## config.mk

```make
export PLATFORM = sky130hd
export DESIGN_NAME = timer_deadline_queue_top
export DESIGN_NICKNAME = d
export VERILOG_FILES = /design/src/design/tdq_pkg.sv /design/src/design/tdq_cell.sv /design/src/design/timer_deadline_queue_top.sv
export VERILOG_INCLUDE_DIRS = /design/src /design/src/design
export SDC_FILE = /design/constraint.sdc
export NUM_CORES = 2
export LEC_CHECK = 0
export ABC_AREA = 1
export BUFFER_PORTS_ARGS = -buffer_cell sky130_fd_sc_hd__buf_4
export CORE_MARGIN = 1
export CORE_UTILIZATION = 29
export DETAILED_ROUTE_END_ITERATION = 16
export GPL_TIMING_DRIVEN = 0
export PLACE_DENSITY = 0.39
export SLEW_MARGIN = 20
export SYNTH_ARGS = -nofsm -noshare
export SYNTH_HDL_FRONTEND = slang
export SYNTH_SLANG_ARGS = --single-unit
```

## constraint.sdc

```tcl
create_clock -name clk -period 10 [get_ports clk]
set_input_delay 2 -clock clk [delete_from_list [all_inputs] [get_ports clk]]
set_output_delay 2 -clock clk [all_outputs]
set_load 0.02 [all_outputs]
```

## src/design/timer_deadline_queue_top_assert.svh

```systemverilog
// Assertion macros shared by the timer deadline queue RTL.
// Depends on a clock named clk and an active-low reset named arst_n in scope.
`ifndef TIMER_DEADLINE_QUEUE_TOP_ASSERT_SVH
`define TIMER_DEADLINE_QUEUE_TOP_ASSERT_SVH

// Same-cycle implication.
`define TDQ_ASSERT_IMP(lbl, ante, cons) \
	lbl: assert property (@(posedge clk) disable iff (!arst_n) (ante) |-> (cons)) \
		else $error("tdq assertion failed");

// Next-cycle implication.
`define TDQ_ASSERT_NXT(lbl, ante, cons) \
	lbl: assert property (@(posedge clk) disable iff (!arst_n) (ante) |=> (cons)) \
		else $error("tdq assertion failed");

`endif

```

## src/design/tdq_pkg.sv

```systemverilog
// Package of the timer deadline queue: sizes, slot entry type and codes.
// No dependencies.
`timescale 1ns / 1ps

package tdq_pkg;

	localparam int NUM_TIMERS = 16;
	localparam int TIME_BITS  = 48;
	localparam int SLOT_BITS  = $clog2(NUM_TIMERS);
	localparam int CNT_BITS   = $clog2(NUM_TIMERS + 1);
	localparam logic [TIME_BITS-1:0] TIME_MAX = {TIME_BITS{1'b1}};

	// Function codes of an input item.
	localparam logic [1:0] FUNC_ADD    = 2'd0;
	localparam logic [1:0] FUNC_CANCEL = 2'd1;
	localparam logic [1:0] FUNC_TICK   = 2'd2;

	// Result kinds.
	localparam logic [1:0] KIND_ACK       = 2'd0;
	localparam logic [1:0] KIND_FIRED     = 2'd1;
	localparam logic [1:0] KIND_BUSY      = 2'd2;
	localparam logic [1:0] KIND_NOT_FOUND = 2'd3;

	// One timer slot as it travels around the ring of cells.
	typedef struct packed {
		logic                 armed;
		logic                 due;
		logic [TIME_BITS-1:0] deadline;
		logic [TIME_BITS-1:0] period;
	} entry_t;

endpackage

```

## src/design/tdq_cell.sv

```systemverilog
// One cell of the timer ring: holds one slot entry and passes it on each cycle.
// Depends on tdq_pkg.
`timescale 1ns / 1ps

module tdq_cell (
	input  logic           clk,
	input  logic           arst_n,
	input  tdq_pkg::entry_t nxt,
	output tdq_pkg::entry_t cur
);

	tdq_pkg::entry_t ent_q;

	// The entry moves one place toward the head every cycle; reset frees it.
	always_ff @(posedge clk or negedge arst_n) begin
		if (!arst_n) begin
			ent_q.armed    <= 1'b0;
			ent_q.due      <= 1'b0;
			ent_q.deadline <= '0;
			ent_q.period   <= '0;
		end else begin
			ent_q <= nxt;
		end
	end

	assign cur = ent_q;

endmodule

```

## src/design/timer_deadline_queue_top.sv

```systemverilog
// Timer deadline queue. The slots circulate through a ring of cells, one
// cell per timer; the controller sees the cell at the head each cycle and
// may rewrite it before it re-enters the tail.
// Input channel: func, timer_id, deadline, period, now_time with in_valid and
// in_stall. An item is taken when in_valid is high and in_stall is low.
// Output channel: kind, fired_id, earliest_changed, next_valid,
// next_deadline, last with out_valid and out_stall; last marks the final
// result of an item.
// Add and cancel take one pass of the ring and a closing step, then one
// result. A tick makes one selection pass per fired timer plus a closing
// pass, then emits one result per cycle while out_stall is low. The pass
// length is set by the ring, which shows one slot per cycle at its head.
// in_stall is high while an item is being worked on; a new item is taken
// while the final result still waits in the output register.
// Reset frees every slot and empties the output register.
// While out_stall is high the output register holds its result.
`timescale 1ns / 1ps
`include "timer_deadline_queue_top_assert.svh"

module timer_deadline_queue_top (
	input  logic                          clk,
	input  logic                          arst_n,
	input  logic                          in_valid,
	output logic                          in_stall,
	input  logic [1:0]                    func,
	input  logic [3:0]                    timer_id,
	input  logic [tdq_pkg::TIME_BITS-1:0] deadline,
	input  logic [tdq_pkg::TIME_BITS-1:0] period,
	input  logic [tdq_pkg::TIME_BITS-1:0] now_time,
	output logic                          out_valid,
	input  logic                          out_stall,
	output logic [1:0]                    kind,
	output logic [3:0]                    fired_id,
	output logic                          earliest_changed,
	output logic                          next_valid,
	output logic [tdq_pkg::TIME_BITS-1:0] next_deadline,
	output logic                          last
);

	localparam int N  = tdq_pkg::NUM_TIMERS;
	localparam int TB = tdq_pkg::TIME_BITS;
	localparam int SB = tdq_pkg::SLOT_BITS;
	localparam int CB = tdq_pkg::CNT_BITS;

	typedef enum logic [1:0] {ST_IDLE, ST_PASS, ST_FIN, ST_EMIT} state_t;

	state_t state_q;

	tdq_pkg::entry_t chain [N];
	tdq_pkg::entry_t fb;
	tdq_pkg::entry_t head;
	tdq_pkg::entry_t mod;

	logic [SB-1:0] hid_q;
	logic [CB-1:0] cnt_q;
	logic [1:0]    op_func_q;
	logic [3:0]    op_id_q;
	logic [TB-1:0] op_dl_q;
	logic [TB-1:0] op_per_q;
	logic [TB-1:0] op_now_q;
	logic          first_q;
	logic          busy_q;
	logic          found_q;
	logic          changed_q;
	logic          best_v_q;
	logic [TB-1:0] best_d_q;
	logic [SB-1:0] best_id_q;
	logic          prev_v_q;
	logic [SB-1:0] prev_id_q;
	logic          er_v_q;
	logic [TB-1:0] er_d_q;
	logic [CB-1:0] nfire_q;
	logic [CB-1:0] k_q;
	logic [SB-1:0] order_q [N];
	logic [1:0]    res_kind_q;

	logic          ov_q;
	logic [1:0]    kind_q;
	logic [3:0]    fired_q;
	logic          chg_q;
	logic          nv_q;
	logic [TB-1:0] nd_q;
	logic          last_q;

	logic          id_ok;
	logic          hit;
	logic          contrib;
	logic          sel;
	logic          better;
	logic [TB:0]   sum;
	logic [TB-1:0] rearm;
	logic          emit_last;
	logic          out_load;

	// Ring of cells; the tail takes the head entry as rewritten.
	for (genvar i = 0; i < N; i++) begin : g_cell
		if (i == N - 1) begin : g_tail
			tdq_cell u_cell (.clk(clk), .arst_n(arst_n), .nxt(fb), .cur(chain[i]));
		end else begin : g_body
			tdq_cell u_cell (.clk(clk), .arst_n(arst_n), .nxt(chain[i+1]), .cur(chain[i]));
		end
	end

	assign head  = chain[0];
	assign id_ok = 32'(op_id_q) < N;
	assign hit   = id_ok && (32'(op_id_q) == 32'(hid_q));
	assign sum   = {1'b0, op_now_q} + {1'b0, head.period};
	assign rearm = sum[TB] ? tdq_pkg::TIME_MAX : sum[TB-1:0];

	// Work done on the head entry during a pass.
	always_comb begin
		mod     = head;
		contrib = head.armed;
		sel     = 1'b0;
		case (op_func_q)
			tdq_pkg::FUNC_ADD: begin
				if (hit && !head.armed) begin
					mod.armed    = 1'b1;
					mod.due      = 1'b0;
					mod.deadline = op_dl_q;
					mod.period   = op_per_q;
				end
			end
			tdq_pkg::FUNC_CANCEL: begin
				if (hit) begin
					mod.armed = 1'b0;
				end
				contrib = mod.armed;
			end
			tdq_pkg::FUNC_TICK: begin
				if (prev_v_q && hid_q == prev_id_q) begin
					mod.due = 1'b0;
					if (head.period != '0) begin
						mod.deadline = rearm;
					end else begin
						mod.armed = 1'b0;
					end
				end
				if (first_q) begin
					mod.due = mod.armed && (mod.deadline <= op_now_q);
				end
				contrib = mod.armed;
				sel     = mod.due;
			end
			default: begin
				contrib = head.armed;
			end
		endcase
		better = !best_v_q || (mod.deadline < best_d_q) ||
			((mod.deadline == best_d_q) && (hid_q < best_id_q));
	end

	assign fb = (state_q == ST_PASS) ? mod : head;

	assign emit_last = !((op_func_q == tdq_pkg::FUNC_TICK) && (nfire_q != '0)) ||
		(k_q + CB'(1) == nfire_q);

	// The output register loads a result when it is empty or being drained.
	assign out_load = (state_q == ST_EMIT) && (!ov_q || !out_stall);

	// Sequencer: passes over the ring, closing step and result emission.
	always_ff @(posedge clk or negedge arst_n) begin
		if (!arst_n) begin
			state_q  <= ST_IDLE;
			hid_q    <= '0;
			cnt_q    <= '0;
			ov_q     <= 1'b0;
			prev_v_q <= 1'b0;
			best_v_q <= 1'b0;
			first_q  <= 1'b0;
		end else begin
			hid_q <= (32'(hid_q) == N - 1) ? '0 : hid_q + SB'(1);
			if (ov_q && !out_stall && !out_load) begin
				ov_q <= 1'b0;
			end
			case (state_q)
				ST_IDLE: begin
					if (in_valid) begin
						op_func_q <= func;
						op_id_q   <= timer_id;
						op_dl_q   <= deadline;
						op_per_q  <= period;
						op_now_q  <= now_time;
						first_q   <= 1'b1;
						busy_q    <= 1'b0;
						found_q   <= 1'b0;
						best_v_q  <= 1'b0;
						prev_v_q  <= 1'b0;
						er_v_q    <= 1'b0;
						er_d_q    <= '0;
						nfire_q   <= '0;
						k_q       <= '0;
						cnt_q     <= '0;
						state_q   <= ST_PASS;
					end
				end
				ST_PASS: begin
					if (hit && head.armed) begin
						busy_q  <= 1'b1;
						found_q <= 1'b1;
					end
					if (contrib && (!er_v_q || mod.deadline < er_d_q)) begin
						er_v_q <= 1'b1;
						er_d_q <= mod.deadline;
					end
					if (sel && better) begin
						best_v_q  <= 1'b1;
						best_d_q  <= mod.deadline;
						best_id_q <= hid_q;
					end
					cnt_q <= cnt_q + CB'(1);
					if (32'(cnt_q) == N - 1) begin
						state_q <= ST_FIN;
					end
				end
				ST_FIN: begin
					first_q <= 1'b0;
					cnt_q   <= '0;
					state_q <= ST_EMIT;
					case (op_func_q)
						tdq_pkg::FUNC_ADD: begin
							if (busy_q || !id_ok) begin
								res_kind_q <= tdq_pkg::KIND_BUSY;
								changed_q  <= 1'b0;
							end else begin
								res_kind_q <= tdq_pkg::KIND_ACK;
								changed_q  <= !er_v_q || (op_dl_q < er_d_q);
								er_v_q     <= 1'b1;
								if (!er_v_q || (op_dl_q < er_d_q)) begin
									er_d_q <= op_dl_q;
								end
							end
						end
						tdq_pkg::FUNC_CANCEL: begin
							res_kind_q <= found_q ? tdq_pkg::KIND_ACK : tdq_pkg::KIND_NOT_FOUND;
							changed_q  <= 1'b0;
						end
						tdq_pkg::FUNC_TICK: begin
							res_kind_q <= tdq_pkg::KIND_ACK;
							changed_q  <= 1'b0;
							prev_v_q   <= best_v_q;
							prev_id_q  <= best_id_q;
							if (best_v_q) begin
								order_q[nfire_q[SB-1:0]] <= best_id_q;
								nfire_q  <= nfire_q + CB'(1);
								best_v_q <= 1'b0;
								er_v_q   <= 1'b0;
								er_d_q   <= '0;
								state_q  <= ST_PASS;
							end
						end
						default: begin
							res_kind_q <= tdq_pkg::KIND_ACK;
							changed_q  <= 1'b0;
						end
					endcase
				end
				ST_EMIT: begin
					if (out_load) begin
						ov_q   <= 1'b1;
						chg_q  <= changed_q;
						nv_q   <= er_v_q;
						nd_q   <= er_v_q ? er_d_q : '0;
						last_q <= emit_last;
						if ((op_func_q == tdq_pkg::FUNC_TICK) && (nfire_q != '0)) begin
							kind_q  <= tdq_pkg::KIND_FIRED;
							fired_q <= 4'(order_q[k_q[SB-1:0]]);
						end else begin
							kind_q  <= res_kind_q;
							fired_q <= '0;
						end
						k_q <= k_q + CB'(1);
						if (emit_last) begin
							state_q <= ST_IDLE;
						end
					end
				end
				default: begin
					state_q <= ST_IDLE;
				end
			endcase
		end
	end

	assign in_stall         = (state_q != ST_IDLE);
	assign out_valid        = ov_q;
	assign kind             = kind_q;
	assign fired_id         = fired_q;
	assign earliest_changed = chg_q;
	assign next_valid       = nv_q;
	assign next_deadline    = nd_q;
	assign last             = last_q;

	// An accepted item always starts a pass of the ring.
	`TDQ_ASSERT_NXT(a_accept_pass, in_valid && !in_stall, state_q == ST_PASS)
	// The fired count never exceeds the number of slots.
	`TDQ_ASSERT_IMP(a_nfire_range, 1'b1, 32'(nfire_q) <= N)
	// Once idle, a result still held must be the final one of its item.
	`TDQ_ASSERT_IMP(a_idle_last, (state_q == ST_IDLE) && ov_q, last_q)

endmodule
```

==> results by group <==
STA
  – Fin crit period: 6.72 ns
  – FMAX: around 150 MHz
  – Fin. Hold Viols: 0
  – Final setup violation count: 0
  – Final slew viol count: 0
  – Max-Slew Margin vs Limit: 0.251
  – Final Cycle Share: 0.672
  – Setup TNS: 0 ns
  – Slew @ Worst Pin: 1.12 ns
  – Skew final: ~0.091 ns
  – RSZ-0062 raised after global routing: false

Cells and area
  – Synth-to-Final Area Change: 20.2%
  – Net count, final: 5176
  – Number of fill cells: 21500
  – Post-layout util: 0.352
  – Post-Layout Cell Count: 7931
  – Layout cells sized above 1: 0.153

Power and ir drop
  – Leak: 37.7 nW
  – Reg power frac: 0.498
  – Max VDD drop: 0.170 mV
  – Sw frac: 0.277
  – Logic pwr share: 0.131
  – Switch Pwr: around 6 mW
  – Pwr/cell area: 269 nW/um^2
  – Internal: between 15 and 20 mW
  – Clock Power Share: 0.371

Logic synthesis
  – Post-synthesis simple-gate area fraction: 0.0553
  – Async set-reset flop share out of synthesis: 0.802
  – Syn nets: 4728
  – XOR/XNOR Fraction of Synth Area: 0.00336
  – Largest family of logic cells by synthesized area: compound AO/OA/AOI/OAI gates
  – Number of flops mapped to enable cells by yosys: 390
  – Top post-synthesis cells by count: 1583 x dfrtp_1, 520 x nand2_1, 414 x inv_1
  – Primary FF master, synth: dfrtp_1
  – Mux share of post-synthesis cell area: 0.0109
  – Yosys top cell area share: 0.608
  – Synth Area per Inst: about 15 um^2
  – Post-synthesis register bit count: 1973
  – Yosys top cell by area: dfrtp_1
  – Synth Area in Compound Gates: 0.0629
  – Synth area leaders: dfrtp_1 61%, edfxtp_1 18%, ha_1 4.9%, nand2_1 3.0%, inv_1 2.4%
  – Synth Instances: 4316
  – Synth unique cells: 74
  – Syn Std Cell Area: 65100 um^2
  – Register area share after synthesis: 0.788
  – Most frequent cell after synthesis: dfrtp_1
  – Post-Synth Adder-Cell Area: 0.0497
  – Yosys warning total: 0

CTS
  – Clock Sinks: 1973
  – Clock Root Buffer: clkbuf_16
  – Post-CTS Setup Inserts: 0
  – CTS tree: done
  – Clk slew on worst S/H paths: 0.06 ns
  – Post-CTS Hold Fix Bufs: 0
  – H-tree depth: 4
  – Cts repair resizes: 0
  – TritonCTS buffer count: around 210
  – Skew-Pair Late Insertion Delay: 0.88 ns
  – Max clock buf depth: 3

Placement
  – DP HPWL: 116000 um
  – # port buffers: about 210
  – Placed cells: roughly 7500
  – Gpl congestion: 0.851

Die
  – Die area: 227000 um^2
  – Core area: 223000 um^2
  – I/O pins: between 200 and 250
  – Rows: 173
  – Die H: 476 um
  – Initial Util: 0.292
  – Die W: ~480 um

Route
  – Final wirelength: 160000 um
  – Via count: 33600
  – Detail Route Antenna Nets: 0
  – Pre-Repair DR Iteration Count: 6
  – Initial drt markers: 2395
  – Routed vias/inst: about 4.2
  – DR WL/cell: 20.2 um
  – Remaining DRCs: 0

Setup path
  – Kind of critical path: flop to flop
  – Crit-path max cell delay: 0.55 ns
  – Worst Setup SP: op_now_q[0]
  – Worst EP required: 10.52 ns
  – Crit end category: flop
  – CP max stage cell: edfxtp_1
  – Critical Path Source Type: flop
  – Critical Path AT: about 7.2 ns
  – R2r startpoint: op_now_q[0]
  – Crit Path Max Fanout: 22

Hold path
  – HP Class: flop to flop
  – Hold Crit Start: g_cell[2].g_body.u_cell.cur[52]

Run
  – Maxcap violations: 0

GRT
  – Number of global-route vias before repair: 34800
  – Antenna violations before repair: 13
  – GRT Total Usage: 0.145
  – First-pass GRT wire length: 237000 um
  – Largest net degree at the start of global routing: approximately 160
  – Gr ovfl total: 0

Outcome
  – Status: finished, final reports clean
sequential cells by signal, summed over array words and instances, names as in the netlist, 5 cells and up:
register and flops:
best_d_q 48, cnt_q 5, er_d_q 48, g_cell.g_body.u_cell.cur 1470, g_cell.g_tail.u_cell.cur 98, k_q 5
next_deadline 48, nfire_q 5, op_dl_q 48, op_now_q 48, op_per_q 48, order_q 64
worst max-delay path, delay by kind of cell (launching register included):
family	cells	cell delay, ns
DFF	1	0.55
buffers and inverters	4	0.65
and+or+nand+nor	20	3.41
AOI/OAI and AO/OA	3	0.54
adders and majority gates	3	1.17
through the flow:
stage          hold slack (ns)  setup WS, ns  area (um^2)  power (mW)
2_1_floorplan            0.331         0.984        65100        11.9
6_report                 0.300          3.28        78300        21.1
3_5_place_dp             0.335          3.02        71200        13.5
5_1_grt                  0.302          2.93        78300        22.2
3_3_place_gp             0.331        -19.91        70500        13.4
4_1_cts                  0.286          2.97        78300        21.5
kinds of logic after synthesis:
family / count (synthesis)
adders and majority gates: 258
DFF: 1973
muxes: 65
AOI/OAI and AO/OA: 611
xor gates and xnor gates: 25
buffers and inverters: 509
and+or+nand+nor: 875
final cells by class:
| type | count | area (um^2) | share of cell area |
|---|---|---|---|
| clock inverters | 67 | 757 | 0.00967 |
| multi-input cells | 1834 | 11900 | 0.152 |
| clock buffers | 326 | 6360 | 0.0812 |
| repair buffers | 238 | 2280 | 0.0291 |
| flip-flops and latches | 1973 | 51300 | 0.655 |
| diodes | 9 | 22.5 | 0.000288 |
| plain buffers | 80 | 347 | 0.00443 |
| well taps | 2975 | 3720 | 0.0475 |
| inverters | 429 | 1610 | 0.0206 |
power by group through the flow:
stage	Combinational, mW	Sequential (mW)	Clock [mW]
detailed placement	2.80	10.7	0
floorplan	1.51	10.4	0
global placement	2.68	10.7	0
global route	3.09	10.7	8.44
finish	2.76	10.5	7.81
CTS	2.82	10.5	8.12
routing by layer:
metal | routed length, um | vias to the layer above | track usage
li1 | - | 15500 | -
met5 | 0 | - | 0
met1 | 78600 | 17200 | 0.212
met4 | 5390 | 0 | 0.0537
met3 | 6470 | 264 | 0.0255
met2 | 70000 | 713 | 0.214
worst paths after layout:
check	endpoint	slack (ns)	cells past startpoint
setup / recovery	best_d_q[36]	3.28	30
hold / removal	g_cell[1].g_body.u_cell.cur[52]	0.30	0
setup reg to reg	best_d_q[36]	3.28	30
hold reg to reg	g_cell[1].g_body.u_cell.cur[52]	0.30	0
max in group asynchronous	g_cell[15].g_tail.u_cell.cur[87]	5.47	6
min in group asynchronous	g_cell[15].g_tail.u_cell.cur[12]	1.02	1
placed cells by master, fill, tap and decap left out, types with 48 or more instances in the layout:
cell / instances
ha_1: 257
nand3_1: 53
dfrtp_1: 1583
buf_4: 211
inv_1: 414
o21ai_0: 129
clkbuf_1: 112
mux2_2: 48
clkbuf_16: 217
edfxtp_1: 390
clkbuf_8: 52
nand2_1: 520
nor2_1: 201
a21oi_1: 204
(Power assumes the default switching activity.)
